File: src/linear_probe_id_assigner_macros.svh
// assertion macros shared by the id assigner modules
`ifndef LINEAR_PROBE_ID_ASSIGNER_MACROS_SVH
`define LINEAR_PROBE_ID_ASSIGNER_MACROS_SVH

// same-cycle implication, disabled while reset is held
`define LPIA_ASSERT_NOW(label, ante, cons, msg) \
    label: assert property (@(posedge i_clk) disable iff (!i_rst_n) (ante) |-> (cons)) \
        else $error(msg);

// next-cycle implication, disabled while reset is held
`define LPIA_ASSERT_NEXT(label, ante, cons, msg) \
    label: assert property (@(posedge i_clk) disable iff (!i_rst_n) (ante) |=> (cons)) \
        else $error(msg);

`endif

File: src/lpia_pkg.sv
// shared constants, types and codes of the linear probe id assigner
package lpia_pkg;

    localparam int KEY_W       = 64;
    // slot count; must be a power of two, the home slot is a mask of the magnitude
    localparam int TABLE_SIZE  = 1024;
    localparam int IDX_W       = $clog2(TABLE_SIZE);
    localparam int PROBE_LIMIT = TABLE_SIZE / 2;
    localparam int TRY_W       = $clog2(PROBE_LIMIT) + 1;

    // configuration register indices
    localparam logic CFG_BASE_OFFSET = 1'b0;
    localparam logic CFG_ERASE_MODE  = 1'b1;

    typedef enum logic [1:0] {
        ST_CLEAR,
        ST_IDLE,
        ST_PROBE
    } t_state;

    // controller to datapath
    typedef struct packed {
        logic clr_wr;   // write zero at the sweep pointer
        logic accept;   // load key, read home slot
        logic step;     // read next slot, count a miss
        logic finish;   // store slot, load found id
        logic give_up;  // load table-full result
    } t_cmd;

    // datapath to controller
    typedef struct packed {
        logic clr_last;
        logic hit;
        logic empty;
        logic last_try;
    } t_sts;

endpackage

File: src/lpia_ctrl.sv
// controller of the id assigner: clear sweep, probe sequencing and output handshake
`include "linear_probe_id_assigner_macros.svh"

module lpia_ctrl import lpia_pkg::*; (
    input  logic i_clk,
    input  logic i_rst_n,
    input  logic i_s_tvalid,
    output logic o_s_tready,
    output logic o_m_tvalid,
    input  logic i_m_tready,
    input  t_sts i_sts,
    output t_cmd o_cmd
);

    t_state r_state;
    t_state n_state;
    logic   r_out_valid;
    logic   n_out_valid;
    logic   out_free;

    assign out_free = !r_out_valid | i_m_tready;

    always_ff @(posedge i_clk) begin
        if (!i_rst_n) begin
            r_state     <= ST_CLEAR;
            r_out_valid <= 1'b0;
        end else begin
            r_state     <= n_state;
            r_out_valid <= n_out_valid;
        end
    end

    always_comb begin
        n_state = r_state;
        o_cmd   = '0;
        case (r_state)
            ST_CLEAR: begin
                o_cmd.clr_wr = 1'b1;
                if (i_sts.clr_last) begin
                    n_state = ST_IDLE;
                end
            end
            ST_IDLE: begin
                if (i_s_tvalid) begin
                    o_cmd.accept = 1'b1;
                    n_state      = ST_PROBE;
                end
            end
            ST_PROBE: begin
                if (i_sts.hit | i_sts.empty) begin
                    if (out_free) begin
                        o_cmd.finish = 1'b1;
                        n_state      = ST_IDLE;
                    end
                end else if (i_sts.last_try) begin
                    if (out_free) begin
                        o_cmd.give_up = 1'b1;
                        n_state       = ST_IDLE;
                    end
                end else begin
                    o_cmd.step = 1'b1;
                end
            end
            default: begin
                n_state = ST_CLEAR;
            end
        endcase
        n_out_valid = (r_out_valid & ~i_m_tready) | o_cmd.finish | o_cmd.give_up;
    end

    assign o_s_tready = (r_state == ST_IDLE);
    assign o_m_tvalid = r_out_valid;

    `LPIA_ASSERT_NOW(a_result_slot_free, o_cmd.finish || o_cmd.give_up, out_free,
        "result overwrote a waiting word")
    `LPIA_ASSERT_NOW(a_give_up_is_miss, o_cmd.give_up,
        i_sts.last_try && !i_sts.hit && !i_sts.empty, "gave up on a found slot")
    `LPIA_ASSERT_NEXT(a_accept_probes, o_cmd.accept, r_state == ST_PROBE,
        "accepted word not probed")

endmodule

File: config.mk
export PLATFORM = sky130hd
export DESIGN_NAME = lpia_ctrl
export DESIGN_NICKNAME = d
export VERILOG_FILES = /design/src/lpia_pkg.sv /design/src/lpia_ctrl.sv
export VERILOG_INCLUDE_DIRS = /design/src /design/src/src
export SDC_FILE = /design/constraint.sdc
export NUM_CORES = 1
export LEC_CHECK = 0
export BUFFER_PORTS_ARGS = -buffer_cell sky130_fd_sc_hd__buf_2
export CORE_AREA = 5 5 42 44
export CTS_CLUSTER_SIZE = 24
export DETAILED_ROUTE_END_ITERATION = 16
export DIE_AREA = 0 0 47 49
export GPL_TIMING_DRIVEN = 0
export PLACE_DENSITY = 0.34
export SLEW_MARGIN = 10
export SYNTH_ARGS = -nofsm -noshare
export SYNTH_HDL_FRONTEND = slang
export SYNTH_SLANG_ARGS = --single-unit
File: constraint.sdc
create_clock -name i_clk -period 2.3 [get_ports i_clk]
set_clock_uncertainty 0.1 [all_clocks]
set_input_delay 0.115 -clock i_clk [delete_from_list [all_inputs] [get_ports i_clk]]
set_output_delay 0.115 -clock i_clk [all_outputs]
set_load 0.005 [all_outputs]
==> metrics, run 1 <==
Int Power=137 uW; first-pass GRT wire length=800 um; starting density of the core=0.130; cts hold-fix bufs=0; Clock Latency Late Sink=0.23 ns; antenna violations before repair=0; setup tns final=0 ns; Clock Power Share=0.515; Routed Antenna Nets=0; Crit Path Category=flip-flop to output port; CTS tree=yes; post-CTS sizing=0; Synth Area in Compound Gates=0.185; Congestion Overflow GR=0; Gate power share=0.161; vias in the first global route=200; Clock transition at path regs=roughly 0.04 ns; layout cells sized above 1=0.475; largest family of logic cells by synthesized area=simple AND/OR/NAND/NOR gates; Final Critical Period=between 1 and 1.5 ns; register share of total power=0.324; Distinct cells, synth=16; RSZ-0062 raised after global routing=no; status=finished, final reports clean; Pwr Total=180 uW; final WL=approximately 520 um; Core Rows=14; Via-to-Cell Ratio=approximately 4; Vias=220; HPWL after detailed placement=~430 um; Crit. Startpoint=r_state[0]$_SDFFE_PN0P_; worst slew pin tran=roughly 0.19 ns; Mapped Cells=22; DRC errors left=0; Max Transition Viols Final=0; Total GRT Usage=0.0513; Filler cells=about 160; most common cell after layout, fill and taps aside=buf_2; Hold Crit Start=i_rst_n; crit-path max FO=5; CP arrival=around 1.1 ns; Yosys reg bits=3; Sinks on Clock Net=3; Setup violations, final=0; max-cap violations=0; Die Span X=~47 um; worst rel slew slack=0.871; io pins=15; mean post-synth cell area=8.30 um^2; WL per Instance=approximately 9 um; largest net degree at the start of global routing=7; crit path launch type=flip-flop; crit share post-route=0.559; total CTS buffers=3; root cell of the clock tree=clkbuf_4; Final Hold Vio Count=0; Core Box Area=roughly 0.0014 mm^2; reg2reg start=o_m_tvalid$_SDFF_PN0_; Post-CTS Setup Bufs=0; Data required, critical path=2.09 ns; f_max=between 700 and 800 MHz; YS warnings=0; adder-cell share of the synthesized area=0; Worst Hold Class=primary input to flip-flop; count of input and output buffers=14; sequential-to-total area share from yosys stat=0.329; Pwr Density=about 600 mW/mm^2; DRT iter0 DRCs=3; # diodes=0; die span in y=49 um; First-pass DRT Iterations=4; Net Sw Frac=0.241; CTS H-tree depth=1; crit end category=output port; sw power=around 43 uW; nets=49; most frequent cells in the layout=14 x buf_2, 3 x nor2_1, 3 x clkbuf_4, 3 x dfxtp_1; die area=approximately 0.0023 mm^2; Layout area overhead=63.7%; post-synthesis mux area share=0; Post-Synth XOR/XNOR Area=0; GP Congestion=0.729; Lkg Pwr=around 0.00014 uW; Net Count, Synth=30; Max clock buf depth=2; Peak supply drop=approximately 0.38 mV; post-synthesis cell area=around 180 um^2; Simple-Gate Fraction of Synth Area=0.486
-- final cells by class --
| cell class | instances | area [um^2] | share of cell area |
|---|---|---|---|
| multi-input combinational | 19 | 123 | 0.410 |
| clock buffer | 4 | 26.3 | 0.0879 |
| tap | 16 | 20.0 | 0.0669 |
| sequential | 3 | 60.1 | 0.201 |
| timing repair buffer | 14 | 70.1 | 0.234 |
-- cell usage after synthesis --
master	instances	area [um^2]
a21boi_1	1	7.51
a21oi_1	1	5.00
and2_1	1	6.26
and2b_1	1	7.51
dfxtp_1	3	60.1
nand2_1	1	3.75
nand2b_4	1	13.8
nor2_1	3	11.3
nor2b_1	2	12.5
nor3_1	2	10.0
nor3_2	1	10.0
nor3b_1	1	7.51
o21a_1	1	7.51
o21ai_0	1	5.00
o31a_1	1	8.76
or3_1	1	6.26
-- worst paths after layout --
kind	slack, ns	endpoint	depth (start not counted)
worst min-delay path	0.01	o_m_tvalid$_SDFF_PN0_	2
worst max register to register	1.15	r_state[0]$_SDFFE_PN0P_	3
worst min register to register	0.53	r_state[0]$_SDFFE_PN0P_	2
worst max-delay path	1.01	o_cmd[3]	3
-- power by group through the flow --
stage | Clock [uW] | Sequential (uW) | Combinational (uW)
2_1_floorplan | 0 | 58.9 | 14.2
6_report | 92.9 | 58.5 | 29.1
4_1_cts | 97.6 | 58.5 | 29.5
3_5_place_dp | 0 | 59.3 | 29.4
5_1_grt | 107 | 58.9 | 32.6
3_3_place_gp | 0 | 59.2 | 29.0
-- critical path: stages (launching register included) --
cell and delay (ns):
dfxtp_1 0.37, nor2b_1 0.17, and2_1 0.18, buf_2 0.12
-- state kept, by name, summed over array words and instances, names as in the netlist --
| register | flops |
|---|---|
| r_state | 2 |
| o_m_tvalid | 1 |
-- kinds of logic (layout without fill, tap and decap cells) --
logic type,Yosys count,in the layout
and+or+nand+nor,14,14
DFF,3,3
AOI/OAI and AO/OA,5,5
buffers and inverters,0,18
-- stage by stage --
step           instance area (um^2)  hold WS, ns  std cells  utilization  setup WS (ns)
6_report                        299       0.0147         56        0.213           1.01
4_1_cts                         299      0.00880         56        0.213           1.01
5_1_grt                         299       0.0107         56        0.213          0.926
3_3_place_gp                    273        0.259         52        0.195           1.15
3_5_place_dp                    273        0.251         52        0.195           1.16
2_1_floorplan                   183        0.133         22            -           1.18
-- routing by layer --
metal,global-route usage,vias up,wire [um]
met3,0.0701,0,117
met4,0,0,0
met5,0,-,0
met2,0.0498,19,153
met1,0.0700,86,248
li1,-,115,-
Note: power is estimated with default switching activity, not from simulation.
==> run 2: changes to the inputs <==
==> constraint.sdc (replaced) <==
create_clock -name i_clk -period 1.34 [get_ports i_clk]
set_clock_uncertainty 0.1 [all_clocks]
set_input_delay 0.067 -clock i_clk [delete_from_list [all_inputs] [get_ports i_clk]]
set_output_delay 0.067 -clock i_clk [all_outputs]
set_load 0.005 [all_outputs]
==> run 2 against run 1 <==
Against the previous run:
- via count grew 0.91%
- worst setup slack worse by 0.91 ns
- clock power is 71% higher
- non-clock buffer count is 1 higher
- combinational power grew 79%
- utilization increased by 0.71 points
- global-route usage down 0.070 points
- register-to-register slack lost 0.96 ns
- critical path type unchanged
- critical endpoint unchanged
- largest cell class unchanged
==> metrics, run 2 (same netlist as run 1, synthesis figures left out) <==
worst path bufs/invs=1; Final Hold Vio Count=0; status=finished, final reports clean; Pwr Total=roughly 310 uW; RSZ-0062 raised after global routing=no; starting density of the core=0.130; Via-to-Cell Ratio=about 3.9; io pins=15; Peak supply drop=0.648 mV; WL per Instance=~9.1 um; antenna violations before repair=0; Die Span X=~47 um; Core Box Area=between 0.001 and 0.0015 mm^2; post-CTS sizing=0; Worst Hold Class=primary input to flip-flop; f_max=between 800 and 900 MHz; Vias=222; Crit. Startpoint=r_state[0]$_SDFFE_PN0P_; Top delay family on crit path=flip-flops; CTS H-tree depth=1; # diodes=0; nets=50; Final Critical Period=about 1.2 ns; setup tns final=0 ns; Layout area overhead=69.2%; worst slew pin tran=between 0.15 and 0.2 ns; crit share post-route=0.924; Clock transition at path regs=about 0.040 ns; Clock Latency Late Sink=between 0.2 and 0.25 ns; Max clock buf depth=2; Crit Path Category=flip-flop to output port; Total GRT Usage=0.0506; GP Congestion=roughly 0.73; Max Transition Viols Final=0; crit end category=output port; Setup violations, final=0; Worst path slowest cell=dfxtp_1; Data required, critical path=~1.2 ns; Core Rows=14; worst path cell trace=nor2b_1, and2_1, buf_2; DRC errors left=0; Sinks on Clock Net=3; vias in the first global route=just under 200; worst rel slew slack=0.871; layout cells sized above 1=0.463; max-cap violations=0; largest net degree at the start of global routing=7; max reg flops=2; CP max stage delay=between 0.3 and 0.4 ns; Pwr Density=1010 mW/mm^2; die span in y=approximately 50 um; CP arrival=~1.1 ns; HPWL after detailed placement=430 um; root cell of the clock tree=clkbuf_4; crit path launch type=flip-flop; reg2reg start=o_m_tvalid$_SDFF_PN0_; DRT iter0 DRCs=3; final WL=around 520 um; Final Util=0.221; crit-path max FO=5; Reg with most FFs=r_state; count of input and output buffers=14; Fin Hold WS=just under 0.04 ns; Hold Crit Start=i_sts[3]; CTS tree=yes; most frequent cells in the layout=14 x buf_2, 3 x nor2_1, 3 x clkbuf_4, 3 x dfxtp_1; most common cell after layout, fill and taps aside=buf_2; Congestion Overflow GR=0; Lkg Pwr=between 0.0001 and 0.00015 uW; First-pass DRT Iterations=4; Routed Antenna Nets=0; total CTS buffers=3; first-pass GRT wire length=between 700 and 800 um; die area=between 0.002 and 0.0025 mm^2
## run 2: cell count changes in the layout (fill, tap and decap cells not counted)
| cell | before | now |
|---|---|---|
| dlygate4sd3_1 | 0 | 1 |
## run 2: worst min-delay path: cells and delay by family
kind,cells,cell delay (ns)
buffers and inverters,1,0.07
AOI/OAI and AO/OA,2,0.20
## run 2: worst paths after layout
kind,cells after the start,slack [ns],end
max,3,0.10,o_cmd[3]
min,3,0.04,r_state[0]$_SDFFE_PN0P_
max reg2reg,3,0.19,r_state[0]$_SDFFE_PN0P_
min reg2reg,2,0.53,r_state[0]$_SDFFE_PN0P_
## run 2: timing repair
item                                   CTS  global route
endpoints found under the hold margin    2             0
buffers inserted                         0             0
hold buffers                             1             0
## run 2: layout make-up
class / instances / area, um^2
fill: 163 / 1090
multi-input combinational: 19 / 123
timing repair buffer: 15 / 80.1
sequential: 3 / 60.1
clock buffer: 4 / 26.3
tap: 16 / 20.0
## run 2: power breakdown
part | switching, uW | internal, uW | leakage (uW)
Combinational | 21.7 | 30.4 | 0.000106
Sequential | 5.35 | 95.1 | 0.0000246
Clock | 47.8 | 112 | 0.0000150
Total | 74.9 | 237 | 0.000146
## run 2: metal layers
layer	vias to the layer above	global-route usage	share of wire
met5	-	0	0
met4	0	0	0
met3	0	0.0701	0.23
met2	19	0.0498	0.30
met1	86	0.0678	0.46
li1	117	-	-
## run 2: stage by stage
stage,instances,area [um^2],setup slack [ns]
floorplan,22,183,0.218
global placement,52,273,0.193
detailed placement,52,273,0.199
CTS,57,309,0.0964
global route,57,309,0.0151
finish,57,309,0.102
==> run 3: changes to the inputs <==
==> constraint.sdc (replaced) <==
create_clock -name i_clk -period 1.16 [get_ports i_clk]
set_clock_uncertainty 0.1 [all_clocks]
set_input_delay 0.058 -clock i_clk [delete_from_list [all_inputs] [get_ports i_clk]]
set_output_delay 0.058 -clock i_clk [all_outputs]
set_load 0.1 [all_outputs]
==> run 3 against run 2 <==
Against the previous run:
- the run now ends with setup timing left
- routed wire length increased by 18%
- sequential share of layout area decreased by 4.7 points
- clock-buffer cell count unchanged
- combinational power increased to 3.9 times the previous value
- largest power group is now combinational cells
- non-clock buffer count increased by 1
- register-to-register slack got worse by 0.27 ns
- global-route usage increased by 2.0 points
==> metrics, run 3 (same netlist as run 1, synthesis figures left out) <==
Hold Crit Start=i_sts[3]; Crit Path Category=flip-flop to output port; die area=approximately 0.0023 mm^2; max-cap violations=0; WL per Instance=approximately 11 um; total CTS buffers=3; worst slew pin tran=between 0.2 and 0.3 ns; Max Transition Viols Final=0; vias in the first global route=250; # diodes=0; final worst slack=-0.182 ns; Die Span X=roughly 47 um; Data required, critical path=1.00 ns; crit path launch type=flip-flop; Core Rows=14; Lkg Pwr=roughly 0.00018 uW; worst rel slew slack=0.815; Max clock buf depth=2; DRT iter0 DRCs=3; count of input and output buffers=14; Filler cells=roughly 150; First-pass DRT Iterations=4; Multi-input gate area=166 um^2; Core Box Area=approximately 0.0014 mm^2; R2R Setup Slk=-0.08 ns; status=finished, violations left; Final Critical Period=1.34 ns; crit end category=output port; Vias=approximately 230; Setup violations, final=6; Sinks on Clock Net=3; hold path depth=3; first-pass GRT wire length=around 1000 um; Routed Antenna Nets=0; f_max=around 740 MHz; max reg flops=2; layout cells sized above 1=0.714; DRC errors left=0; Clock Latency Late Sink=~0.23 ns; nets=around 50; Layout area overhead=147%; failing checks=setup timing; Via-to-Cell Ratio=approximately 4.0; most frequent cells in the layout=7 x buf_2, 5 x buf_12, 3 x clkbuf_4; HPWL after detailed placement=482 um; Fin Hold WS=~0.036 ns; CTS H-tree depth=1; Peak supply drop=0.386 mV; RR Endpoint=r_state[0]$_SDFFE_PN0P_; largest net degree at the start of global routing=7; antenna violations before repair=0; Pwr Density=~1100 mW/mm^2; number of cells on the worst reg-to-reg path=3; root cell of the clock tree=clkbuf_4; Register Area=approximately 66 um^2; Total GRT Usage=0.0704; reg2reg start=o_m_tvalid$_SDFF_PN0_; die span in y=roughly 49 um; most common cell after layout, fill and taps aside=buf_2; Hold EP=r_state[0]$_SDFFE_PN0P_; crit share post-route=1.16; Reg with most FFs=r_state; Worst Hold Class=primary input to flip-flop; Clock transition at path regs=about 0.04 ns; CP arrival=~1.2 ns; RSZ-0062 raised after global routing=yes; final WL=616 um; Congestion Overflow GR=0; io pins=15; pre-CTS setup slack=-0.152 ns; CTS tree=yes; GP Congestion=between 0.6 and 0.7; starting density of the core=0.130; Final Hold Vio Count=0; crit-path max FO=6
run 3: cell types whose count changed in the layout (fill, tap and decap cells not counted), sizes merged:
cell and change:
buf +1
run 3: layout make-up:
cell class,count,area share
Timing Repair Buffer,16,0.381
Multi-Input combinational cell,19,0.369
Sequential cell,3,0.147
Clock buffer,4,0.0583
Tap cell,16,0.0444
run 3: worst max-delay path: stages (launching register included):
cell and delay, ns:
dfxtp_2 0.33, nand2b_4 0.19, nor3_4 0.23, buf_12 0.20
run 3: how the worst max path moves through the flow:
stage | from | endpoint | cells after the start
finish | r_state[0]$_SDFFE_PN0P_ | o_cmd[1] | 3
global route | r_state[0]$_SDFFE_PN0P_ | o_cmd[1] | 3
CTS | r_state[0]$_SDFFE_PN0P_ | o_cmd[1] | 3
detailed placement | o_m_tvalid$_SDFF_PN0_ | o_cmd[1] | 3
global placement | o_m_tvalid$_SDFF_PN0_ | o_cmd[1] | 3
floorplan | o_m_tvalid$_SDFF_PN0_ | o_cmd[1] | 2
run 3: metrics by stage:
| stage | setup TNS, ns | util | area (um^2) | power (uW) | cells |
|---|---|---|---|---|---|
| final | -0.676 | 0.321 | 450 | 505 | 58 |
| after floorplan | -2.16 | - | 233 | 251 | 22 |
| after CTS | -0.726 | 0.313 | 438 | 508 | 58 |
| after detailed placement | -0.502 | 0.230 | 323 | 283 | 52 |
| after global placement | -0.474 | 0.230 | 323 | 282 | 52 |
| after global routing | -0.973 | 0.321 | 450 | 540 | 58 |
run 3: timing repair:
item,4_1_cts,5_1_grt
pin swaps,4,2
setup buffers,1,0
gates resized for setup,20,3
hold buffers,1,0
endpoints found under the hold margin,3,0
endpoints found under the setup margin,8,8
run 3: report_power, final:
part	switching, uW	internal, uW
logic	128	75.0
clock network	55.6	129
registers	8.45	109
run 3: metal layers:
layer / up-vias / GRT usage / wire (um)
met2: 13 / 0.0792 / 275
li1: 118 / - / -
met3: 2 / 0.0554 / 74
met4: 0 / 0.0829 / 23
met1: 100 / 0.0702 / 243
met5: - / 0 / 0
